==> src/hdl/jia_pkg.sv <==
// jia_pkg: opcodes, branch condition codes and pipeline payload types
// for the integer alu; no dependencies
package jia_pkg;

	localparam logic [4:0] OP_ADD    = 5'd0;
	localparam logic [4:0] OP_SUB    = 5'd1;
	localparam logic [4:0] OP_MUL    = 5'd2;
	localparam logic [4:0] OP_DIV    = 5'd3;
	localparam logic [4:0] OP_REM    = 5'd4;
	localparam logic [4:0] OP_NEG    = 5'd5;
	localparam logic [4:0] OP_SHL    = 5'd6;
	localparam logic [4:0] OP_SHR    = 5'd7;
	localparam logic [4:0] OP_USHR   = 5'd8;
	localparam logic [4:0] OP_AND    = 5'd9;
	localparam logic [4:0] OP_OR     = 5'd10;
	localparam logic [4:0] OP_XOR    = 5'd11;
	localparam logic [4:0] OP_CMP    = 5'd12;
	localparam logic [4:0] OP_I2L    = 5'd13;
	localparam logic [4:0] OP_L2I    = 5'd14;
	localparam logic [4:0] OP_I2B    = 5'd15;
	localparam logic [4:0] OP_I2S    = 5'd16;
	localparam logic [4:0] OP_I2C    = 5'd17;
	localparam logic [4:0] OP_IFZERO = 5'd18;
	localparam logic [4:0] OP_IFCMP  = 5'd19;

	localparam logic [2:0] COND_EQ = 3'd0;
	localparam logic [2:0] COND_NE = 3'd1;
	localparam logic [2:0] COND_LT = 3'd2;
	localparam logic [2:0] COND_LE = 3'd3;
	localparam logic [2:0] COND_GT = 3'd4;
	localparam logic [2:0] COND_GE = 3'd5;

	localparam int DIV_STEPS = 64;

	typedef struct packed {
		logic [4:0]  op;
		logic        narrow;
		logic        na;
		logic        nb;
		logic        dz;
		logic        taken;
		logic [63:0] res;
	} jia_meta_t;

	typedef struct packed {
		logic [63:0] rem;
		logic [63:0] quo;
		logic [63:0] dvs;
	} jia_div_t;

endpackage

==> src/hdl/jia_div_step.sv <==
// jia_div_step: one registered restoring-division step, carrying the
// item's sideband along; depends on jia_pkg
module jia_div_step (
	input  logic               clk,
	input  logic               arst_n,
	input  logic               ce,
	input  logic               valid_in,
	input  jia_pkg::jia_meta_t meta_in,
	input  jia_pkg::jia_div_t  div_in,
	output logic               valid_out,
	output jia_pkg::jia_meta_t meta_out,
	output jia_pkg::jia_div_t  div_out
);
	import jia_pkg::*;

	logic [64:0] trial;
	logic [64:0] diff;
	logic        ge;

	always_comb begin
		trial = {div_in.rem, div_in.quo[63]};
		diff  = trial - {1'b0, div_in.dvs};
		ge    = !diff[64];
	end

	always_ff @(posedge clk or negedge arst_n) begin
		if (!arst_n) begin
			valid_out <= 1'b0;
		end else if (ce) begin
			valid_out <= valid_in;
		end
	end

	always_ff @(posedge clk) begin
		if (ce) begin
			meta_out    <= meta_in;
			div_out.rem <= ge ? diff[63:0] : trial[63:0];
			div_out.quo <= {div_in.quo[62:0], ge};
			div_out.dvs <= div_in.dvs;
		end
	end

endmodule

==> config.mk <==
export PLATFORM = sky130hd
export DESIGN_NAME = jia_div_step
export DESIGN_NICKNAME = d
export VERILOG_FILES = /design/src/hdl/jia_pkg.sv /design/src/hdl/jia_div_step.sv
export SDC_FILE = /design/constraint.sdc
export NUM_CORES = 1
export LEC_CHECK = 0
export BUFFER_PORTS_ARGS = -buffer_cell sky130_fd_sc_hd__buf_2
export CORE_AREA = 2 2 210 212
export CTS_CLUSTER_DIAMETER = 30
export DETAILED_ROUTE_END_ITERATION = 8
export DIE_AREA = 0 0 212 214
export PLACE_DENSITY = 0.63
export SETUP_SLACK_MARGIN = 0.4
export SKIP_LAST_GASP = 1
export SYNTH_ARGS = -nofsm -noshare
export SYNTH_HDL_FRONTEND = slang
export SYNTH_SLANG_ARGS = --single-unit
==> constraint.sdc <==
create_clock -name clk -period 0.8 [get_ports clk]
set_clock_uncertainty 0.1 [all_clocks]
set_input_delay 0.04 -clock clk [delete_from_list [all_inputs] [get_ports clk]]
set_output_delay 0.04 -clock clk [all_outputs]
set_load 0.01 [all_outputs]
==> Yosys cells after proc, flatten, opt, wreduce, memory -nomap -nowiden <==
Cells that the tools add are included.
{ "totals": {"output_inout_bits": 267, "ff_bits": 267, "input_bits": 270, "elab_cells": 14} }
{ "classes": {"reduce_logical": 1, "mux": 1, "addsub": 1} }
{ "op_table": {"columns": ["operator", "n"], "rows": [
  ["$sub 65x64->65", 1],
  ["$mux 64", 1],
  ["$logic_not 1->1", 1]
]} }

==> Depth between registers and ports, before layout <==
{ "logic_depth": {"ltp_word": 2, "mapped_depth": 17, "mapped_depth_nobuf": 13} }

==> Least setup slack after synthesis <==
No wires, ideal clock.
{ "synth_path": {"kind": "input -> register", "start": "input port div_in[7] (netlist bit)", "end": "register div_out[185] (netlist bit) (data pin)", "stages": 17, "required_ps": 440, "setup_slack_ps": -2359, "arrival_ps": 2798, "path_buffers": 5, "setup_ps": 260, "cell_sequence": "inv_1 > ha_1 > buf_2 > a21oi_2 > nor2_1 > o41ai_4 > o22ai_2 > o21ai_2 > a211oi_2 > or3_1 > buf_6 > and3_1 > buf_6 > inv_4 > buf_6 > buf_8 > mux2_4"} }
{ "synth_between": {"elab_chain_len": 2} }
{ "synth_rtl": {"columns": ["element", "line", "rtl"], "rows": [
  ["from (decl)", "jia_div_step.sv:9", "input jia_pkg::jia_div_t div_in,"],
  ["$sub 65x64->65", "jia_div_step.sv:22", "diff = trial - {1'b0, div_in.dvs};"],
  ["$mux 64", "jia_div_step.sv:37", "div_out.rem <= ge ? diff[63:0] : trial[63:0];"],
  ["to (decl)", "jia_div_step.sv:12", "output jia_pkg::jia_div_t div_out"]
]} }
Every way passes these cells.
A chain may end at the register's enable or synchronous reset.

==> Worst setup path in the final report <==
{ "layout_path": {"start": "input port div_in[33] (netlist bit)", "end": "register div_out[166] (netlist bit) (data pin)"} }
The elaborated chain is that of the path after synthesis.

==> reports/metrics.cfg <==
[clock_tree]
clockRootBuffer=clkbuf_16
clk_transition_reported_paths_ps=50
numCtsBuffers=67
cts_hold_buf=35
h-tree-depth=3
clock_path_buffers=3
clkSinkCount=267
cts_tree=built
insertion_delay_ps=580

[drt]
vias=12000
drt-total-wl_mm=49.5
drt-pass1-iter-count=5
drtIter0Drc=599
antenna_left=0
wire_per_inst_um=18.9
routed_via_density=4.58
drcViolationCount=0

[logic_synthesis]
synth_edf_count=266
synth_area_leader_cell=edfxtp_1
synth_seq_cells=267
postSynthCellCount=1031
ys_seq_area_share_pct=60.6
synth.distinct_cells=76
ys.flop_type=edfxtp_1
yosys_warnings=0
syn-mean-instance-area_um2=12.8
synthArstFlopShare_pct=0.375
netlist_area_mm2=0.0132
synth_fp_nets=1366
synth_top_area_share_pct=60.5
synth_area_leaders=edfxtp_1 60%, ha_1 6.1%, mux2_2 4.3%, a21oi_1 3.0%, inv_1 2.5%

[sta]
whs_ps=-477
min_period_ps=2630
max-slew-margin-rel_pct=59.4
setup_viol=333
worst_slack_ps=-1830
max_freq_ghz=0.381
fin_tns_setup_ps=-229140
hold_viol_final=521
period_share_pct=328
rsz0062_at_grt=true
drv_slew=0
tightest_slew_ps=605

[die]
die_h_um=214
start_util_pct=30.8
core_area_mm2=0.0429
rows=76
die-area_mm2=0.0454
dieWidth_um=212
boundaryPins=537

[placement]
portBuffers=536
routabilityCongestion=0.838
hpwl_mm=37.2
place_area_mm2=0.0190

[critical_path]
worstSetupPathType=in -> reg
slowest_stage=or3_4
cp_cell_sequence=buf_2, inv_2, ha_4, a21o_1, a21o_1, a21oi_4, o221ai_1, o21ba_4, a211oi_4, or3_4, and3_4, inv_8, buf_12, buf_12, buf_16, mux2_2
critical_path.max_stage_delay_ps=380
arrival_ps=2860
worstPathRequired_ps=1030
worst_setup_path_start_kind=primary input
path_max_fanout=9
cp-end-kind=flip-flop

[job]
maxCapViolCount=0

[global_route]
grt_pass1_vias=12500
grt-ovfl-total=0
grt_max_degree=69
grt_pass1_wl_mm=70.7
track_usage_pct=20.6
antenna_found_initial=14

[cells_and_area]
post-route-cell-area_mm2=0.0233
layout.nets=2310
layout-drive-gt1-share_pct=56.7
fin_util_pct=54.2
area_delta_synth_final_pct=76.0

[hold_path]
hold_path.class=in -> reg

[power_and_ir_drop]
ir_drop_mv=1.75
leakagePower_nw=10.8
power_density_mw_per_mm2=2500

[outcome]
violations=negative hold slack, negative setup slack
status=complete, but fails checks

-- power breakdown --
| part | internal, W | switching [W] |
|---|---|---|
| Combinational | 0.00653 | 0.00588 |
| Clock | 0.0187 | 0.00941 |
| Sequential | 0.0172 | 0.000440 |
-- cells in the final DEF, fill, tap and decap left out, types with 11 or more instances in the layout --
| cell type | Yosys | routed |
|---|---|---|
| buf_4 | 4 | 303 |
| nor2b_1 | 13 | 12 |
| buf_2 | 6 | 496 |
| o21ai_0 | 41 | 35 |
| xnor2_1 | 32 | 32 |
| ha_1 | 64 | 38 |
| mux2_4 | 1 | 32 |
| nor2_1 | 46 | 45 |
| buf_12 | 0 | 13 |
| xor2_1 | 22 | 22 |
| dlymetal6s4s_1 | 0 | 34 |
| a21oi_2 | 2 | 16 |
| clkbuf_16 | 0 | 70 |
| a21o_1 | 32 | 32 |
| edfxtp_1 | 266 | 266 |
| o21bai_1 | 13 | 12 |
| mux2_2 | 50 | 19 |
| inv_1 | 87 | 74 |
| nor3_1 | 14 | 14 |
| inv_6 | 0 | 13 |
| ha_4 | 0 | 24 |
| nand4_1 | 20 | 20 |
| a21oi_1 | 78 | 60 |
| nand2_1 | 67 | 64 |
| buf_6 | 3 | 52 |
| nand3_1 | 11 | 11 |
-- cell type report --
type	count	area [um2]
diodes	6	15.0
repair buffers	910	6310
inverters	88	360
flip-flops and latches	267	8010
clock inverters	52	689
fillers	3603	19600
multi-input cells	641	5450
well taps	585	732
clock buffers	71	1690
-- metrics by stage --
step / power (W) / cells / worst slack, ps / hold slack (ps)
5_1_grt: 0.0605 / 2618 / -1940 / -500
3_3_place_gp: 0.0280 / 2411 / -2480 / -285
4_1_cts: 0.0579 / 2599 / -1800 / -515
6_report: 0.0582 / 2620 / -1830 / -477
3_5_place_dp: 0.0282 / 2411 / -2560 / -284
2_1_floorplan: 0.0227 / 1031 / -2230 / -356
-- what timing repair did --
action / in CTS / in global routing
buffers inserted: 26 / 12
cloned: 4 / 3
endpoints found under the setup margin: 334 / 442
gates resized for setup: 114 / 143
endpoints found under the hold margin: 527 / 521
pin swaps: 24 / 20
-- cell usage after synthesis, types with 4 or more instances --
master and number:
a211oi_1 6, or3_1 4, and3_1 10, nor2b_1 13, nor4_1 4, or2_2 4
buf_2 6, nand4_1 20, clkbuf_1 19, o21a_1 9, a21oi_1 78, o31ai_1 6
nor3_1 14, o21ai_0 41, mux2_2 50, xor2_1 22, nor2_1 46, a21o_1 32
a31o_2 5, mux2i_1 9, nand3_1 11, o21bai_1 13, a31oi_1 10, o211ai_1 5
and4_1 5, edfxtp_1 266, inv_1 87, a211o_1 4, ha_1 64, nand2b_1 8
buf_4 4, nand2_1 67, xnor2_1 32
-- worst max-delay path: cells and delay by family --
kind / cells / cell delay, ps
AOI/OAI and AO/OA: 6 / 1120
and+or+nand+nor: 2 / 580
buffers and inverters: 6 / 570
muxes: 1 / 330
adders and majority gates: 1 / 200
-- sequential cells by signal, summed over array words and instances (netlist names) --
register / cells
div_out: 192
meta_out: 74
valid_out: 1
-- path summary, 6_finish.rpt --
check,endpoint,start,depth (start not counted),slack (ps)
hold reg to reg,valid_out,valid_out,1,400
setup / recovery,div_out[166],div_in[33],16,-1830
setup reg to reg,valid_out,valid_out,1,-30
min in group asynchronous,valid_out,arst_n,2,-340
hold / removal,meta_out[14],meta_in[14],1,-480
max in group asynchronous,valid_out,arst_n,2,850
-- layer usage --
metal / vias up / wire length [um] / GRT usage [%]
met3: 93 / 3640 / 6.23
met5: - / 135 / 0
met1: 5662 / 19400 / 23.0
met4: 18 / 1600 / 9.37
met2: 440 / 24700 / 36.0
li1: 5786 / - / -
-- cell families (layout without fill, tap and decap cells) --
kind of cell | after synthesis | count (layout) | synth area share [%]
and+or+nand+nor | 222 | 222 | 8.66
AOI/OAI and AO/OA | 240 | 240 | 11.9
xor gates and xnor gates | 54 | 54 | 3.58
muxes | 60 | 60 | 5.06
other | 0 | 6 | 0
buffers and inverters | 123 | 1121 | 3.96
adders and majority gates | 65 | 65 | 6.21
DFF | 267 | 267 | 60.6
Note: power is estimated with default switching activity, not from simulation.
